===== src/hdl/min_max_normalizer_core_macros.svh =====
// Assertion macros for the min-max normalizer core.
// Included by the top level only; no other dependencies.
`ifndef MIN_MAX_NORMALIZER_CORE_MACROS_SVH
`define MIN_MAX_NORMALIZER_CORE_MACROS_SVH
`ifndef SYNTH
// same-cycle implication
`define MMN_ASSERT_SAME(label, clk, rst_n, ante, cons, msg) \
  label: assert property (@(posedge clk) disable iff (!rst_n) (ante) |-> (cons)) \
    else $error(msg);
// next-cycle implication
`define MMN_ASSERT_NEXT(label, clk, rst_n, ante, cons, msg) \
  label: assert property (@(posedge clk) disable iff (!rst_n) (ante) |=> (cons)) \
    else $error(msg);
`else
`define MMN_ASSERT_SAME(label, clk, rst_n, ante, cons, msg)
`define MMN_ASSERT_NEXT(label, clk, rst_n, ante, cons, msg)
`endif
`endif


===== src/hdl/mmn_pkg.sv =====
// Shared types and constants of the min-max normalizer.
// No dependencies; imported by every module of the block.
`timescale 1ns / 1ps

package mmn_pkg;

  // default sizing of the top level
  localparam int DEF_MAX_ROWS    = 32;
  localparam int DEF_MAX_COLS    = 32;
  localparam int DEF_SAMPLE_BITS = 16;

  // configuration port
  localparam int DIM_W     = 6;
  localparam int CFG_IDX_W = 1;
  localparam int TOT_W     = 2 * DIM_W;
  localparam logic [CFG_IDX_W-1:0] REG_ROWS = 1'b0;
  localparam logic [CFG_IDX_W-1:0] REG_COLS = 1'b1;

  // operations
  localparam logic OP_LOAD  = 1'b0;
  localparam logic OP_FETCH = 1'b1;

  // Q1.16 quotient
  localparam int FRAC_BITS = 16;
  localparam int QUOT_W    = FRAC_BITS + 1;

  // queue between front and back
  localparam int QUEUE_DEPTH = 2;

  typedef enum logic [1:0] {
    ST_OK         = 2'd0,
    ST_FLAT       = 2'd1,
    ST_NOT_LOADED = 2'd2
  } status_t;

  // control part of a queued fetch job
  typedef struct packed {
    status_t status;
    logic    last;
  } job_ctrl_t;

  localparam int JOB_CTRL_W = $bits(job_ctrl_t);

endpackage


===== src/hdl/mmn_divider.sv =====
// Back end: radix-2 restoring divider producing the Q1.16 result, and result register.
// Depends on mmn_pkg; takes jobs from mmn_queue.
`timescale 1ns / 1ps

module mmn_divider #(
  parameter int SAMPLE_BITS = mmn_pkg::DEF_SAMPLE_BITS,
  parameter int ROW_W       = 5,
  parameter int COL_W       = 5
) (
  input  logic                         clk,
  input  logic                         rst_n,
  input  logic                         q_empty_i,
  output logic                         pop_o,
  input  mmn_pkg::job_ctrl_t           job_ctrl_i,
  input  logic [SAMPLE_BITS-1:0]       num_i,
  input  logic [SAMPLE_BITS-1:0]       den_i,
  input  logic [ROW_W-1:0]             row_i,
  input  logic [COL_W-1:0]             col_i,
  output logic                         out_valid_o,
  output logic [mmn_pkg::QUOT_W-1:0]   normalized_o,
  output logic [ROW_W-1:0]             row_o,
  output logic [COL_W-1:0]             col_o,
  output mmn_pkg::status_t             status_o,
  output logic                         last_o
);
  import mmn_pkg::*;

  localparam int STEP_W = $clog2(QUOT_W);

  typedef enum logic {
    BS_IDLE,
    BS_DIV
  } back_state_t;

  back_state_t             state_r;
  logic [STEP_W-1:0]       step_r;
  logic [SAMPLE_BITS:0]    rem_r;
  logic [SAMPLE_BITS-1:0]  den_r;
  logic [QUOT_W-1:0]       quot_r;
  logic [ROW_W-1:0]        row_r;
  logic [COL_W-1:0]        col_r;
  logic                    last_r;

  logic                    out_valid_r;
  logic [QUOT_W-1:0]       out_norm_r;
  logic [ROW_W-1:0]        out_row_r;
  logic [COL_W-1:0]        out_col_r;
  status_t                 out_status_r;
  logic                    out_last_r;

  logic                    ge_w;
  logic [SAMPLE_BITS:0]    diff_w;
  logic [SAMPLE_BITS:0]    rem_sel_w;
  logic [SAMPLE_BITS:0]    rem_nxt;
  logic [QUOT_W-1:0]       quot_nxt;

  // one quotient bit per cycle; remainder stays below twice the divisor
  assign ge_w      = rem_r >= {1'b0, den_r};
  assign diff_w    = rem_r - {1'b0, den_r};
  assign rem_sel_w = ge_w ? diff_w : rem_r;
  assign rem_nxt   = {rem_sel_w[SAMPLE_BITS-1:0], 1'b0};
  assign quot_nxt  = {quot_r[QUOT_W-2:0], ge_w};

  assign pop_o = (state_r == BS_IDLE) && !q_empty_i;

  assign out_valid_o  = out_valid_r;
  assign normalized_o = out_norm_r;
  assign row_o        = out_row_r;
  assign col_o        = out_col_r;
  assign status_o     = out_status_r;
  assign last_o       = out_last_r;

  // sequencer and result register
  always_ff @(posedge clk) begin
    if (!rst_n) begin
      state_r     <= BS_IDLE;
      out_valid_r <= 1'b0;
    end else begin
      out_valid_r <= 1'b0;
      case (state_r)
        BS_IDLE: begin
          if (pop_o) begin
            if (job_ctrl_i.status == ST_OK) begin
              state_r <= BS_DIV;
              step_r  <= '0;
              rem_r   <= {1'b0, num_i};
              den_r   <= den_i;
              row_r   <= row_i;
              col_r   <= col_i;
              last_r  <= job_ctrl_i.last;
            end else begin
              // flat or not loaded: no division
              out_valid_r  <= 1'b1;
              out_norm_r   <= '0;
              out_row_r    <= row_i;
              out_col_r    <= col_i;
              out_status_r <= job_ctrl_i.status;
              out_last_r   <= job_ctrl_i.last;
            end
          end
        end
        BS_DIV: begin
          rem_r  <= rem_nxt;
          quot_r <= quot_nxt;
          step_r <= step_r + STEP_W'(1);
          if (step_r == STEP_W'(QUOT_W - 1)) begin
            state_r      <= BS_IDLE;
            out_valid_r  <= 1'b1;
            out_norm_r   <= quot_nxt;
            out_row_r    <= row_r;
            out_col_r    <= col_r;
            out_status_r <= ST_OK;
            out_last_r   <= last_r;
          end
        end
        default: begin
          state_r <= BS_IDLE;
        end
      endcase
    end
  end

endmodule

===== config.mk =====
export PLATFORM = sky130hd
export DESIGN_NAME = mmn_divider
export DESIGN_NICKNAME = d
export VERILOG_FILES = /design/src/hdl/min_max_normalizer_core_macros.svh /design/src/hdl/mmn_pkg.sv /design/src/hdl/mmn_divider.sv
export SDC_FILE = /design/constraint.sdc
export NUM_CORES = 1
export LEC_CHECK = 0
export BUFFER_PORTS_ARGS = -buffer_cell sky130_fd_sc_hd__buf_2
export CORE_AREA = 2 2 103 105
export DETAILED_ROUTE_END_ITERATION = 16
export DIE_AREA = 0 0 105 107
export PLACE_DENSITY = 0.66
export SLEW_MARGIN = 0
export SYNTH_ARGS = -nofsm -noshare
export SYNTH_HDL_FRONTEND = slang
export SYNTH_SLANG_ARGS = --single-unit

===== constraint.sdc =====
create_clock -name clk -period 5.7 [get_ports clk]
set_input_delay 0.57 -clock clk [delete_from_list [all_inputs] [get_ports clk]]
set_output_delay 0.57 -clock clk [all_outputs]
set_load 0.1 [all_outputs]

==> flow_metrics.py <==
metrics = {
    "run_status": {
        "status": "finished, final reports clean",
    },
    "yosys": {
        "synth-seq-cells": 97,
        "netlist_area_mm2": 0.00448,
        "yosys_warnings": 0,
        "avgSynthCellArea_um2": 12.9,
        "seq_area_frac_synth_pct": 64.6,
        "synth.top_cell.area_share_pct": 63.7,
        "yosysTopAreaCell": "edfxtp_1",
        "synth_area_leaders": "edfxtp_1 64%, ha_1 5.0%, mux2_2 3.0%",
        "synth_cells": 347,
        "syn_nets": 414,
        "yosysUniqueCellTypes": 42,
    },
    "power": {
        "p_comb_share_pct": 13.1,
        "p_int_mw": 1.08,
        "clkPwrFrac_pct": 31.9,
        "switchingPower_mw": 0.409,
        "power.density_mw_per_mm2": 285,
        "max-vdd-ir-drop_uv": 129,
        "swShare_pct": 27.5,
        "p_seq_share_pct": 55.0,
        "p_leak_nw": 2.10,
    },
    "global_route": {
        "grt_antenna_before_repair": 0,
        "grt_pass1_vias": 2827,
        "grt_max_degree": 57,
        "grt_usage_pct": 15.8,
        "grt-ovfl-total": 0,
        "grt_first_pass_wirelength_um": 13900,
    },
    "clocking": {
        "h-tree-depth": 3,
        "clk_pin_slew_ns": 0.10,
        "cts-buffers-inserted": 9,
        "cts-root-buf": "clkbuf_8",
        "cts_tree": "done",
        "clk_path_buf_depth": 2,
        "post_cts_buffers": 0,
        "clock_latency_ns": 0.37,
        "ctsResizeCount": 0,
        "postCtsHoldBufs": 0,
        "cts_sinks": 97,
    },
    "place": {
        "post-place-ws_ns": 2.93,
        "postPlaceCellArea_mm2": 0.00502,
        "place_inst": 553,
        "dp_hpwl_um": 5780,
        "port_buffers": 79,
        "gp_congestion": 0.844,
    },
    "floorplan": {
        "design.core.area_mm2": 0.0101,
        "boundaryPins": 80,
        "die-area_mm2": 0.0112,
        "start_util_pct": 44.3,
        "fp-row-count": 37,
        "fp.dieW_um": 105,
        "dieHeight_um": 107,
    },
    "worst_setup_path": {
        "rr_endpoint": "rem_r[15]$_DFFE_PP_",
        "cp-start-kind": "flop",
        "arrival_ns": 2.88,
        "crit_fanout": 3,
        "reg2reg_depth": 11,
        "crit_path_end_kind": "flop",
        "crit_type": "reg -> reg",
        "rrSetupSlack_ns": 2.92,
        "r2r_start": "rem_r[0]$_SDFFCE_PP0P_",
        "cp.required_ns": 5.80,
    },
    "timing": {
        "drv_slew": 0,
        "tns_ns": 0,
        "finalWorstSetupSlack_ns": 2.92,
        "period_needed_ns": 2.78,
        "finalCritPeriodShare_pct": 48.9,
        "max-slew-margin-rel_pct": 26.0,
        "setup_viol": 0,
        "fmax_mhz": 359,
        "worst_pin_slew_ns": 1.11,
        "hold_viol": 0,
        "clock_skew_ns": 0.0105,
        "rsz0062_at_grt": "false",
    },
    "routing": {
        "wl_um": 8410,
        "ant_nets": 0,
        "drc": 0,
        "routed_via_density": 5.00,
        "firstDrtPassIters": 4,
        "drt_iter0_markers": 141,
        "vias": 2845,
        "wire_per_inst_um": 14.8,
    },
    "layout": {
        "drive_gt1_share_pct": 26.3,
        "final_area_mm2": 0.00523,
        "nets": 495,
        "diodes": 0,
        "syn2layout_area_growth_pct": 16.7,
        "final_core_util_pct": 51.8,
        "fin_cells": 569,
    },
    "worst_hold_path": {
        "hold_depth": 1,
        "min_from": "den_i[11]",
        "hold_path_end": "den_r[11]$_DFFE_PP_",
        "hold_class": "in -> reg",
    },
    "run": {
        "drv_cap": 0,
    },
}
how the worst max path moves through the flow:
stage,start,endpoint,slack (ns),cells after the start
floorplan,q_empty_i,col_o[0]$_DFFE_PP_,0.78,3
global placement,rem_r[0]$_SDFFCE_PP0P_,rem_r[15]$_DFFE_PP_,3.01,11
detailed placement,rem_r[0]$_SDFFCE_PP0P_,rem_r[15]$_DFFE_PP_,2.93,11
CTS,rem_r[0]$_SDFFCE_PP0P_,rem_r[15]$_DFFE_PP_,2.92,11
global route,rem_r[0]$_SDFFCE_PP0P_,rem_r[15]$_DFFE_PP_,2.67,11
finish,rem_r[0]$_SDFFCE_PP0P_,rem_r[15]$_DFFE_PP_,2.92,11
power groups by stage:
stage / clock, mW / sequential [mW] / combinational, mW
after floorplan: 0 / 0.897 / 0.0862
after global placement: 0 / 0.834 / 0.195
after detailed placement: 0 / 0.835 / 0.197
after CTS: 0.485 / 0.819 / 0.197
after global routing: 0.514 / 0.821 / 0.212
final: 0.475 / 0.818 / 0.195
kinds of logic (layout without fill, tap and decap cells):
logic type / count (synthesis) / after routing / synth area share (%)
AND/OR/NAND/NOR: 101 / 101 / 10.9
AO/OA/AOI/OAI: 62 / 62 / 9.06
flip-flops: 97 / 97 / 64.6
buffers and inverters: 39 / 125 / 3.55
XOR/XNOR: 15 / 15 / 2.94
adder cells (fa/ha/maj): 19 / 19 / 5.48
multiplexers: 14 / 14 / 3.47
synth_stat cells:
cell,count
nor4bb_1,1
o22ai_1,1
o221ai_1,1
o31ai_1,1
o2111ai_1,1
nand4b_1,1
a21boi_0,2
xnor2_1,8
o31a_4,1
buf_2,2
nand2_1,34
mux2_2,12
nand4_1,1
a211o_1,1
o31a_1,1
a21o_1,6
nand2b_1,1
nor2b_1,6
nor4_1,1
ha_1,18
a21oi_1,10
o21ai_0,14
o2111a_1,1
dfxtp_1,2
fa_1,1
a211oi_1,4
and3_1,2
edfxtp_1,95
inv_1,27
nor2b_2,1
nand3_1,9
mux2i_1,2
nor3_1,2
xor2_1,7
inv_4,1
clkbuf_1,8
a31oi_1,14
o21a_1,3
o21bai_1,1
nor2_1,22
buf_6,1
and2_1,20
area by class of cell:
cell class,instances,area (µm²)
fill,954,4870
sequential,97,2890
multi-input combinational,211,1440
timing repair buffer,81,410
tap,136,170
clock buffer,9,124
inverter,28,108
clock inverter,7,83.8
metal layers:
metal | global-route usage [%] | up-vias | part of all wire [%] | wire length (µm)
li1 | - | 1418 | - | -
met1 | 21.1 | 1346 | 46 | 3830
met2 | 25.7 | 73 | 49 | 4080
met3 | 3.16 | 8 | 4.5 | 377
met4 | 5.81 | 0 | 1.5 | 123
met5 | 0 | - | 0 | 0
placed cells by master (no fill, tap or decap), types with 6 or more instances in the layout:
master,instances
nand2_1,34
xnor2_1,8
nor2b_1,6
nor2_1,22
ha_1,18
mux2_2,12
a21oi_1,10
nand3_1,9
o21ai_0,14
and2_1,20
a31oi_1,14
a21o_1,6
clkbuf_8,9
buf_2,79
edfxtp_1,95
inv_1,27
xor2_1,7
through the flow:
stage	total power, mW	hold slack (ns)
floorplan	0.983	0.418
global placement	1.03	0.427
detailed placement	1.03	0.431
CTS	1.50	0.352
global route	1.55	0.352
finish	1.49	0.372
worst max-delay path, stage by stage (launching register included):
cell,delay [ns]
edfxtp_1,0.39
inv_1,0.07
ha_1,0.18
inv_1,0.06
fa_1,0.41
a21oi_1,0.22
o2111ai_1,0.23
a211oi_1,0.49
o21ai_0,0.18
xor2_1,0.17
nand2_1,0.06
a31oi_1,0.07
state kept, by name, indices dropped and copies added (netlist names):
name / flops
row_r: 5
last_r: 1
out_valid_o: 1
normalized_o: 17
col_o: 5
status_o: 2
row_o: 5
col_r: 5
den_r: 16
last_o: 1
step_r: 5
state_r: 1
rem_r: 17
quot_r: 16
No activity file was read; power rests on OpenSTA's default activity.
