===== src/hdl/min_max_normalizer_core_macros.svh =====
// Assertion macros for the min-max normalizer core.
// Included by the top level only; no other dependencies.
`ifndef MIN_MAX_NORMALIZER_CORE_MACROS_SVH
`define MIN_MAX_NORMALIZER_CORE_MACROS_SVH
`ifndef SYNTH
// same-cycle implication
`define MMN_ASSERT_SAME(label, clk, rst_n, ante, cons, msg) \
  label: assert property (@(posedge clk) disable iff (!rst_n) (ante) |-> (cons)) \
    else $error(msg);
// next-cycle implication
`define MMN_ASSERT_NEXT(label, clk, rst_n, ante, cons, msg) \
  label: assert property (@(posedge clk) disable iff (!rst_n) (ante) |=> (cons)) \
    else $error(msg);
`else
`define MMN_ASSERT_SAME(label, clk, rst_n, ante, cons, msg)
`define MMN_ASSERT_NEXT(label, clk, rst_n, ante, cons, msg)
`endif
`endif


===== src/hdl/mmn_pkg.sv =====
// Shared types and constants of the min-max normalizer.
// No dependencies; imported by every module of the block.
`timescale 1ns / 1ps

package mmn_pkg;

  // default sizing of the top level
  localparam int DEF_MAX_ROWS    = 32;
  localparam int DEF_MAX_COLS    = 32;
  localparam int DEF_SAMPLE_BITS = 16;

  // configuration port
  localparam int DIM_W     = 6;
  localparam int CFG_IDX_W = 1;
  localparam int TOT_W     = 2 * DIM_W;
  localparam logic [CFG_IDX_W-1:0] REG_ROWS = 1'b0;
  localparam logic [CFG_IDX_W-1:0] REG_COLS = 1'b1;

  // operations
  localparam logic OP_LOAD  = 1'b0;
  localparam logic OP_FETCH = 1'b1;

  // Q1.16 quotient
  localparam int FRAC_BITS = 16;
  localparam int QUOT_W    = FRAC_BITS + 1;

  // queue between front and back
  localparam int QUEUE_DEPTH = 2;

  typedef enum logic [1:0] {
    ST_OK         = 2'd0,
    ST_FLAT       = 2'd1,
    ST_NOT_LOADED = 2'd2
  } status_t;

  // control part of a queued fetch job
  typedef struct packed {
    status_t status;
    logic    last;
  } job_ctrl_t;

  localparam int JOB_CTRL_W = $bits(job_ctrl_t);

endpackage


===== src/hdl/mmn_queue.sv =====
// Small register FIFO that carries fetch jobs from front to back.
// Depends on mmn_pkg for the default depth.
`timescale 1ns / 1ps

module mmn_queue #(
  parameter int WIDTH = 8,
  parameter int DEPTH = mmn_pkg::QUEUE_DEPTH
) (
  input  logic             clk,
  input  logic             rst_n,
  input  logic             push_i,
  input  logic [WIDTH-1:0] wdata_i,
  input  logic             pop_i,
  output logic [WIDTH-1:0] rdata_o,
  output logic             full_o,
  output logic             empty_o
);
  import mmn_pkg::*;

  localparam int PTR_W = (DEPTH > 1) ? $clog2(DEPTH) : 1;
  localparam int CNT_W = $clog2(DEPTH + 1);

  logic [WIDTH-1:0] slot_r [DEPTH];
  logic [PTR_W-1:0] wr_ptr_r;
  logic [PTR_W-1:0] rd_ptr_r;
  logic [CNT_W-1:0] count_r;

  function automatic logic [PTR_W-1:0] ptr_inc(input logic [PTR_W-1:0] p);
    logic [PTR_W-1:0] r;
    if (p == PTR_W'(DEPTH - 1)) r = '0;
    else r = p + PTR_W'(1);
    return r;
  endfunction

  assign full_o  = (count_r == CNT_W'(DEPTH));
  assign empty_o = (count_r == '0);
  assign rdata_o = slot_r[rd_ptr_r];

  // pointers and fill level
  always_ff @(posedge clk) begin
    if (!rst_n) begin
      wr_ptr_r <= '0;
      rd_ptr_r <= '0;
      count_r  <= '0;
    end else begin
      if (push_i) wr_ptr_r <= ptr_inc(wr_ptr_r);
      if (pop_i)  rd_ptr_r <= ptr_inc(rd_ptr_r);
      if (push_i && !pop_i) count_r <= count_r + CNT_W'(1);
      else if (pop_i && !push_i) count_r <= count_r - CNT_W'(1);
    end
  end

  // payload slots
  always_ff @(posedge clk) begin
    if (push_i) slot_r[wr_ptr_r] <= wdata_i;
  end

endmodule


===== config.mk =====
export PLATFORM = sky130hd
export DESIGN_NAME = mmn_queue
export DESIGN_NICKNAME = d
export VERILOG_FILES = /design/src/hdl/min_max_normalizer_core_macros.svh /design/src/hdl/mmn_pkg.sv /design/src/hdl/mmn_queue.sv
export SDC_FILE = /design/constraint.sdc
export NUM_CORES = 1
export LEC_CHECK = 0
export CORE_MARGIN = 4
export CORE_UTILIZATION = 30
export DETAILED_ROUTE_END_ITERATION = 16
export DONT_BUFFER_PORTS = 1
export GPL_ROUTABILITY_DRIVEN = 0
export PLACE_DENSITY = 0.41
export SLEW_MARGIN = 20
export SYNTH_ARGS = -nofsm -noshare
export SYNTH_HDL_FRONTEND = slang
export SYNTH_SLANG_ARGS = --single-unit

===== constraint.sdc =====
create_clock -name clk -period 1.6 [get_ports clk]
set_input_delay 0.32 -clock clk [delete_from_list [all_inputs] [get_ports clk]]
set_output_delay 0.32 -clock clk [all_outputs]
set_load 0.01 [all_outputs]

==> results of run 1 <==
[cells in the final DEF (no fill, tap or decap), types with 2 or more instances in the layout]
master,count
sky130_fd_sc_hd__edfxtp_1,16
sky130_fd_sc_hd__mux2_2,8
sky130_fd_sc_hd__and2_1,4
sky130_fd_sc_hd__dfxtp_1,4
sky130_fd_sc_hd__clkbuf_4,3
sky130_fd_sc_hd__xor2_1,2
sky130_fd_sc_hd__nor2b_1,2
sky130_fd_sc_hd__buf_4,2
[area by class of cell]
type | count | area (µm²)
fill | 242 | 1630
sequential | 21 | 582
multi-input combinational | 24 | 205
tap | 30 | 37.5
clock buffer | 4 | 26.3
timing repair buffer | 2 | 15.0
inverter | 1 | 3.75
[layer usage]
metal | up-vias | track usage, % | share of wire (%)
met4 | 0 | 2.91 | 0
met1 | 172 | 8.24 | 37
met5 | - | 0 | 0
met2 | 11 | 12.6 | 53
met3 | 0 | 3.49 | 9.3
li1 | 177 | - | -
[how the worst min path moves through the flow]
| stage | start | to | slack (ps) | cells past startpoint |
|---|---|---|---|---|
| 2_1_floorplan | wdata_i[0] | slot_r[0][0] | 420 | 0 |
| 3_3_place_gp | wdata_i[5] | slot_r[0][5] | 420 | 0 |
| 3_5_place_dp | wdata_i[5] | slot_r[0][5] | 420 | 0 |
| 4_1_cts | wdata_i[7] | slot_r[1][7] | 110 | 0 |
| 5_1_grt | wdata_i[4] | slot_r[0][4] | 90 | 0 |
| 6_report | wdata_i[7] | slot_r[1][7] | 120 | 0 |
[cell families after synthesis]
kind of cell               after synthesis  share of synthesized area, %
DFF                                     21                          73.1
and+or+nand+nor                          9                          7.09
muxes                                    8                          11.3
AOI/OAI and AO/OA                        3                          2.52
xor gates and xnor gates                 3                          3.31
buffers and inverters                    2                          1.10
adders and majority gates                1                          1.57
[per-stage QoR]
| stage | std cells | utilization, % | total power, mW | setup WS (ps) |
|---|---|---|---|---|
| after floorplan | 47 | - | 0.740 | 412 |
| after global placement | 78 | 33.7 | 0.759 | 357 |
| after detailed placement | 78 | 33.7 | 0.766 | 324 |
| after CTS | 82 | 34.7 | 1.00 | 2.48 |
| after global routing | 82 | 34.8 | 1.04 | 74.5 |
| final | 82 | 34.8 | 0.986 | 157 |
[sequential cells by signal, indices dropped and copies added (netlist names), named ones only]
signal	flops
slot_r	16
rd_ptr_r	1
wr_ptr_r	1
count_r	2
[power breakdown]
group          leakage [nW]  internal, mW  switching [mW]
combinational        0.0970        0.0521          0.0518
sequential            0.192         0.625          0.0214
clock                0.0150        0.0967           0.140
total                 0.304         0.773           0.213
[worst register-to-register path: stages, from the launching register on]
cell and delay [ps]:
sky130_fd_sc_hd__dfxtp_1 370, sky130_fd_sc_hd__xor2_1 180, sky130_fd_sc_hd__or3_1 320, sky130_fd_sc_hd__a21boi_1 160
==> results by stage, run 1 <==
Layout:
- The share of post-route cells with drive strength above 1 is 28.8%.
- Compared with the post-synthesis result, the final layout area differs by 9.45%.
- The net count of the finished layout is 66.
- 0 antenna diodes ended up in the layout.
- With fillers left out, the area of the finished cells amounts to 870 µm².

Clocking:
- The cell at the root of the clock tree is sky130_fd_sc_hd__clkbuf_4.
- The tree built by TritonCTS fans out to 21 sinks.
- Clock-pin slew was measured on the worst setup and hold paths at 110 ps.
- No sink is reached through more buffers than the 2 on the longest clock path.
- TritonCTS built the clock tree.
- Post-CTS repair changed the size of 0 cells.
- Clock latency on the worst-skew pair, taken at its later pin, is 280 ps.
- The number of buffers inserted by hold repair at cts is 0.
- The number of clock buffers added by TritonCTS is 3.
- The number of buffers added for setup after CTS is 0.
- The deepest level of the CTS H-tree is 1.

Synthesis:
- The sequential fraction of the synthesis area is 73.1%.
- The number of instances in the synthesized netlist is 47.
- The number of storage elements in the synthesis netlist is 21.
- Sorting the synthesized cells by how often they occur yields sky130_fd_sc_hd__edfxtp_1 (16), sky130_fd_sc_hd__mux2_2 (8), sky130_fd_sc_hd__dfxtp_1 (5), sky130_fd_sc_hd__and2_1 (4).
- The average cell area after synthesis is 16.9 µm².
- The total number of yosys warnings is 0.
- The number of distinct library cell variants in the gate-level netlist after synthesis is 16.
- Synthesis produced a netlist with a net count of 60.
- The area share of the largest cell type after synthesis is 60.5%.
- In this run the cell area of the synthesized design comes to 795 µm².
- By area the synthesized netlist is led by sky130_fd_sc_hd__edfxtp_1 (60%), sky130_fd_sc_hd__dfxtp_1 (13%), sky130_fd_sc_hd__mux2_2 (11%).
- The cell taking the most area after synthesis is sky130_fd_sc_hd__edfxtp_1.
- The fraction of registers with async set/reset is 0%.
- The library cell with the highest instance count after synthesis is sky130_fd_sc_hd__edfxtp_1.
- The count of flip-flops with a built-in enable after synthesis is 16.
- In the synthesized netlist the dominant register cell turns out to be sky130_fd_sc_hd__edfxtp_1.

Drt:
- The average detailed-routed wire length per instance is 14.6 µm.
- After the first detailed-routing iteration, the DRC count stood at 5.
- The first-pass iteration count of the detailed router is 2.
- The final route contains 360 vias.
- Dividing the detail-routed via count by the number of cells gives 4.39.
- The routed wire length is 1.20 mm.
- The post-route DRC violation count is 0.
- The number of routed nets with antenna violations is 0.

Placement:
- The half-perimeter wire length after placement is 943 µm.
- The quantity of I/O buffers inserted on ports is 0.
- The placement-stage cell area is 842 µm².

STA:
- The maximum frequency from static timing analysis is 693 MHz.
- The count of endpoints failing hold in the final timing report came to 0.
- The post-route worst hold slack is 120 ps.
- After routing, the total negative slack on setup checks comes to 0 ps.
- The worst pin sits at a relative slew slack of 75.5%.
- The final clock period utilization by the worst path is 90.2%.
- The number of endpoints failing setup at the final stage is 0.
- The clock skew after layout is 4.50 ps.
- For the pin with the worst max-slew slack, the measured transition is 367 ps.
- Setup repair after global routing left no endpoint under its margin.
- The number of slew-limit violations in the final report is 0.
- The post-route minimum period is 1440 ps.

Power:
- Dividing total power by cell area gives a power density of 1130 nW/µm².
- The maximum vdd drop is 0.413 mV.
- The analysis attributes to cell leakage a power of 0.304 nW.

Status:
- The run finished with clean final reports.

Worst setup path:
- The peak per-stage delay on the critical path is 440 ps.
- Together, buffers and inverters on the worst path number 0.
- Data on the critical path is required at its endpoint by 1280 ps.
- The worst reg2reg path endpoint is count_r[1].
- For this design, the slowest cell found on the critical path is sky130_fd_sc_hd__dfxtp_2.
- The classification of the worst setup path is reg2out.
- The worst setup path is captured at an output port.
- The startpoint class of the critical path is a register.
- The largest fanout on the critical path is 8.
- Broken down by cell family, the worst path's largest delay share belongs to flip-flops.
- The signal arrival time at the worst endpoint is 1120 ps.
- The worst register-to-register path begins at count_r[0].
- The critical path capture point is rdata_o[3].
- Walking the worst path, the cells encountered are mux2_2.
- The logic depth of the worst path, buffers included is 1.
- The setup check on the worst reg-to-reg path leaves a slack of 510 ps.
- Counting cells, the worst reg-to-reg path comes to 3.

GRT:
- The number of global-route vias before repair was 403.
- Global routing used 7.55% of the available tracks across all layers.
- Entering global routing, the biggest net connects 12 pins.
- The first global-routing pass estimated 1.90 mm of wire.
- The sum of overflow across all layers after global routing is 0.
- The initial antenna violation count came to 0.

Job:
- Max-cap violations in this run came to 0.

Floorplanning:
- After floorplanning, the core was divided into 18 placement rows.
- The die outline width is 59.5 µm.
- The die covers 3540 µm².
- The placeable core region is 2500 µm².
- The initial utilization of the core area, before any placement, comes to 31.8%.
- In this run the vertical extent of the chip is 59.5 µm.
- In this run the count of I/O pins placed on the die edge is 22.

Hold path:
- The worst min-delay path class is in2reg.
No activity file was read; power rests on OpenSTA's default activity.
==> run 2: changes to the inputs <==
--- a/config.mk
+++ b/config.mk
@@ -7,6 +7,7 @@
 export LEC_CHECK = 0
 export CORE_MARGIN = 4
 export CORE_UTILIZATION = 30
+export CTS_BUF_LIST = sky130_fd_sc_hd__clkbuf_16
 export DETAILED_ROUTE_END_ITERATION = 16
 export DONT_BUFFER_PORTS = 1
 export GPL_ROUTABILITY_DRIVEN = 0
==> results by stage, run 2 (synthesized netlist as in run 1, its figures left out) <==
Job:
- Max-cap violations in this run came to 0.

Hold path:
- The beginning of the worst hold path is wdata_i[6].
- For hold timing, the worst endpoint is slot_r[0][6].
- Counting instances, the worst hold path has a depth of 0.
- The min-delay analysis places its worst path in the category in2reg.

Worst setup path:
- The largest fanout on the critical path is 8.
- Across all register-to-register paths, the minimum setup slack is 530 ps.
- Data on the critical path is required at its endpoint by 1280 ps.
- The number of cell instances on the worst register-to-register path is 3.
- STA classifies the critical path endpoint as an output port.
- In this run the critical register-to-register path is captured at count_r[1].
- The peak per-stage delay on the critical path is 520 ps.
- The logic depth of the worst path, buffers included is 1.
- The family with the most delay on the worst path is flip-flops.
- The critical path goes through mux2_2.
- The number of buffers and inverters on the critical path is 0.
- By startpoint and endpoint, the worst setup path is classified as reg2out.
- The startpoint of the most critical register-to-register path is count_r[0].
- The signal arrival time at the worst endpoint is 1190 ps.
- The library cell contributing the largest single delay on the critical path is sky130_fd_sc_hd__dfxtp_1.
- STA classifies the critical path startpoint as a register.

Floorplanning:
- The area of the die is 3540 µm².
- After floorplanning, the core was divided into 18 placement rows.
- The floorplan step set the die height to 59.5 µm.
- The die outline width is 59.5 µm.
- In this run the count of I/O pins placed on the die edge is 22.
- The initial cell density of the core is 31.8%.
- The placeable core region is 2500 µm².

Layout:
- The most common cell after layout, fill and taps aside is sky130_fd_sc_hd__edfxtp_1.
- The count of antenna diodes in the layout is 0.
- The number of nets in the layout is 66.
- The largest registers in the layout are slot_r x16, count_r x2.
- The library cells used most frequently in the layout, excluding fill and tap cells, are sky130_fd_sc_hd__edfxtp_1 (16), sky130_fd_sc_hd__mux2_2 (8), sky130_fd_sc_hd__dfxtp_1 (5).
- The area of combinational cells with multiple inputs is 205 µm².
- The top register by number of flip-flops is slot_r.
- The sequential cell area is 581 µm².
- The area added between synthesis and finish is 15.9%.
- The filler cell count is 236.
- The share of post-route cells with drive strength above 1 is 26.9%.
- The flip-flop count of the largest register after layout is 16.

STA:
- After layout, the minimum clock period comes to 1510 ps.
- The maximum frequency from static timing analysis is 664 MHz.
- Setup repair after global routing left no endpoint under its margin.
- The number of slew-limit violations in the final report is 0.
- The sum of negative setup slack is 0 ps.
- The final clock period utilization by the worst path is 94.1%.
- The count of endpoints failing hold in the final timing report is 0.
- Setup violations remaining at the end of the flow were counted as 0.
- The clock skew after layout is 1.77 ps.
- The transition time of the tightest slew-check pin is 365 ps.
- Setup slack on the critical path of the routed design comes to 93.6 ps.
- The relative slew slack is 75.7%.

GRT:
- The first-pass GRT wire length is 1.98 mm.
- The total global-route track usage is 8.05%.
- The number of global-route vias before repair was 406.
- The total overflow left after global routing is 0.
- The pin count of the biggest net entering global routing is 12.
- The initial antenna violation count was 0.

Power:
- The total power consumption of the routed design is 1.25 mW.
- The ratio of total power to cell area is 1350 nW/µm².
- The maximum vdd drop is 0.534 mV.
- The analysis attributes to cell leakage a power of 0.331 nW.

Drt:
- The detailed router's first-iteration violation count is 2.
- The number of routed nets with antenna violations is 0.
- The routed wire length is 1.22 mm.
- The first-pass iteration count of the detailed router is 4.
- The per-cell via count in the routed design is 4.45.
- The post-route DRC violation count is 0.
- After detailed routing, the average wire length per cell comes to 14.9 µm.
- The count of vias placed by the detailed router is 365.

Clocking:
- The clock slew at the register clock pins of the worst setup and hold paths is 50 ps.
- In this run the clock root is driven by a sky130_fd_sc_hd__clkbuf_16.
- In this run the deepest clock path goes through 2 buffers.
- The later pin in the worst-skew pair is clocked with a latency of 240 ps.
- The number of clock buffers inserted by TritonCTS is 3.
- The clock sink total is 21.
- The number of buffers added for setup after CTS is 0.
- Buffers inserted to repair hold after CTS numbered 0.
- CTS built an H-tree with a depth of 1.
- The post-cts resize count is 0.
- The CTS tree is yes.

Placement:
- The quantity of I/O buffers inserted on ports is 0.
- Prior to clock tree synthesis, the placed netlist has a worst setup slack of 324 ps.
- Detailed placement ended at an HPWL of 943 µm.

Status:
- The flow ran to the end, and the final reports show no timing, DRC or antenna violations.
[run 2: area by class of cell]
type | instances | area share (%)
Clock buffer | 3 | 8.15
Clock inverter | 1 | 0.408
Inverter | 1 | 0.408
Multi-Input combinational cell | 24 | 22.3
Sequential cell | 21 | 63.0
Tap cell | 30 | 4.08
Timing Repair Buffer | 2 | 1.63
[run 2: power by group]
| group | switching [mW] | leakage, nW | internal (mW) | total, mW |
|---|---|---|---|---|
| Sequential | 0.0216 | 0.192 | 0.626 | 0.647 |
| Clock | 0.163 | 0.0423 | 0.332 | 0.495 |
| Combinational | 0.0517 | 0.0970 | 0.0521 | 0.104 |
[run 2: layer usage]
layer	up-vias	share of wire [%]	wire [µm]	track usage, %
met5	-	0	0	0
met4	0	0	0	3.88
met3	0	9.1	111	4.14
met2	11	55	668	12.9
met1	175	36	441	8.65
li1	179	-	-	-
[run 2: through the flow]
stage / util, % / std cells / area, µm² / hold WS [ps]
after floorplan: - / 47 / 795 / 419
after global placement: 33.7 / 78 / 842 / 419
after detailed placement: 33.7 / 78 / 842 / 419
after CTS: 36.8 / 82 / 921 / 163
after global routing: 36.8 / 82 / 921 / 155
final: 36.8 / 82 / 921 / 168
[run 2: worst max path at each step]
stage / startpoint / slack (ps) / to
after CTS: register / 60 / rdata_o[7]
after global routing: register / 10 / rdata_o[3]
after floorplan: pop_i / 410 / count_r[1]
after detailed placement: pop_i / 320 / count_r[1]
after global placement: register / 360 / rdata_o[3]
final: register / 90 / rdata_o[7]
==> run 3: changes to the inputs <==
--- a/config.mk
+++ b/config.mk
@@ -5,6 +5,7 @@
 export SDC_FILE = /design/constraint.sdc
 export NUM_CORES = 1
 export LEC_CHECK = 0
+export CORE_ASPECT_RATIO = 0.6
 export CORE_MARGIN = 4
 export CORE_UTILIZATION = 30
 export CTS_BUF_LIST = sky130_fd_sc_hd__clkbuf_16
==> results by stage, run 3 (synthesized netlist as in run 1, its figures left out) <==
Status:
- The flow ran to the end, and the final reports show no timing, DRC or antenna violations.

Layout:
- The register with the most flip-flops in the layout has 16 of them.
- Counting the fill cells in the layout gives 246.
- The sequential cell area is 581 µm².
- The largest registers in the layout are slot_r x16, count_r x2.
- The library cells used most frequently in the layout, excluding fill and tap cells, are sky130_fd_sc_hd__edfxtp_1 (16), sky130_fd_sc_hd__mux2_2 (8), sky130_fd_sc_hd__dfxtp_1 (5).
- The most common cell after layout, fill and taps aside is sky130_fd_sc_hd__edfxtp_1.
- The area added between synthesis and finish is 16.4%.
- The area of combinational cells with multiple inputs is 205 µm².
- The share of post-route cells with drive strength above 1 is 28.8%.
- The final layout contains 66 nets.
- The top register by number of flip-flops is slot_r.
- The count of antenna diodes in the layout is 0.

Floorplanning:
- In this run the vertical extent of the chip is 47.9 µm.
- The die outline width is 74.4 µm.
- In this run the core area contains 14 standard-cell rows.
- The initial utilization of the core area, before any placement, comes to 31.5%.
- The I/O pin total is 22.
- The total area inside the core boundary comes to 2520 µm².
- The area of the die is 3560 µm².

STA:
- The number of slew-limit violations in the final report is 0.
- In the post-route analysis, the smallest setup slack over all paths is 92.5 ps.
- The transition time of the tightest slew-check pin is 390 ps.
- On the final layout, the worst clock skew is 1.39 ps.
- The post-route minimum period is 1510 ps.
- The final clock period utilization by the worst path is 94.2%.
- The number of endpoints failing setup at the final stage is 0.
- The count of endpoints failing hold in the final timing report is 0.
- The maximum frequency from static timing analysis is 663 MHz.
- The sum of negative setup slack is 0 ps.
- Setup repair after global routing left no endpoint under its margin.
- The relative slew slack is 74.0%.

Placement:
- Timing analysis after detailed placement gives a worst setup slack of 338 ps.
- The half-perimeter wire length after placement is 933 µm.
- The quantity of I/O buffers inserted on ports is 0.

Worst setup path:
- STA puts the critical path data arrival time at 1190 ps.
- The most critical setup path has its endpoint at rdata_o[0].
- For the worst flop-to-flop path, the logic depth is 1.
- The worst path required time is 1280 ps.
- Along the worst path, the maximum fanout reaches 8.
- The kind of capture point of the worst setup path is an output port.
- The worst reg2reg path endpoint is slot_r[1][4].
- The library cell contributing the largest single delay on the critical path is sky130_fd_sc_hd__dfxtp_1.
- In this design, the largest share of critical-path delay is due to flip-flops.
- Walking the worst path, the cells encountered are mux2_2.
- The worst register-to-register path begins at wr_ptr_r.
- On the worst path, the slowest cell contributes a delay of 520 ps.
- The classification of the worst setup path is reg2out.
- The logic depth of the worst path, buffers included is 1.
- The worst path buffer plus inverter count is 0.
- The startpoint class of the critical path is a register.
- Across all register-to-register paths, the minimum setup slack is 550 ps.

GRT:
- The number of global-route vias before repair is 413.
- The total global-route track usage is 6.89%.
- Summed over all layers, the global routing overflow is 0.
- The initial antenna violation count is 0.
- The first-pass GRT wire length is 1.79 mm.
- Entering global routing, the biggest net connects 13 pins.

Clocking:
- In this run the clock root is driven by a sky130_fd_sc_hd__clkbuf_16.
- The number of buffers inserted by hold repair at cts is 0.
- The deepest level of the CTS H-tree is 1.
- The longest clock path from root to sink contains 2 buffers.
- The clock slew at the register clock pins of the worst setup and hold paths is 50 ps.
- The later pin in the worst-skew pair is clocked with a latency of 240 ps.
- TritonCTS created 3 clock buffers.
- The number of buffers added for setup after CTS is 0.
- The number of gates resized after CTS was 0.
- Clock tree synthesis found a total of 21 sinks.
- TritonCTS built the clock tree.

Drt:
- The detailed router finished its first iteration with 20 violations.
- Summing over every cut layer, the via total after detailed routing is 379.
- The number of routed nets with antenna violations is 0.
- After detailed routing, the average wire length per cell comes to 13.8 µm.
- The first detailed-routing pass took 2 iterations.
- For this run, design rule violations remaining after detail routing come to 0.
- Summed over all layers, the routed wires come to 1.16 mm.
- Dividing the detail-routed via count by the number of cells gives 4.51.

Hold path:
- The worst min-delay path class is in2reg.

Power:
- The maximum vdd drop is 0.363 mV.
- The ratio of total power to cell area is 1350 nW/µm².
- The static leakage power is 0.330 nW.

Job:
- The tool flagged a number of max-cap violations equal to 0.
[run 3: worst min path at each step]
stage / startpoint / end / slack, ps / depth (start not counted)
2_1_floorplan: wdata_i[0] / slot_r[0][0] / 420 / 0
3_3_place_gp: wdata_i[7] / slot_r[0][7] / 420 / 0
3_5_place_dp: wdata_i[1] / slot_r[1][1] / 420 / 0
4_1_cts: wdata_i[0] / slot_r[1][0] / 160 / 0
5_1_grt: wdata_i[2] / slot_r[0][2] / 160 / 0
6_report: wdata_i[1] / slot_r[1][1] / 170 / 0
[run 3: final cells by class]
type                            count  share of cell area, %
Clock inverter                      1                  0.541
Tap cell                           32                   4.33
Timing Repair Buffer                2                   1.62
Multi-Input combinational cell     24                   22.2
Sequential cell                    21                   62.8
Clock buffer                        3                   8.12
Inverter                            1                  0.406
[run 3: per-layer routing]
metal,GRT usage (%),routed length (µm)
met2,13.8,668
met1,5.98,368
met3,2.73,101
met4,4.26,17
met5,0,0
[run 3: metrics by stage]
stage	hold slack (ps)	std cells	area [µm²]	power, mW	util (%)
6_report	168	84	925	1.25	36.7
5_1_grt	156	84	925	1.31	36.7
4_1_cts	165	84	925	1.27	36.7
3_5_place_dp	419	80	845	0.764	33.5
3_3_place_gp	419	80	845	0.758	33.5
2_1_floorplan	419	47	795	0.740	-
[run 3: where the power goes]
group | switching, mW | leakage, nW | internal (mW)
Clock | 0.165 | 0.0409 | 0.334
Combinational | 0.0516 | 0.0970 | 0.0519
Sequential | 0.0218 | 0.192 | 0.626
Total | 0.238 | 0.330 | 1.01
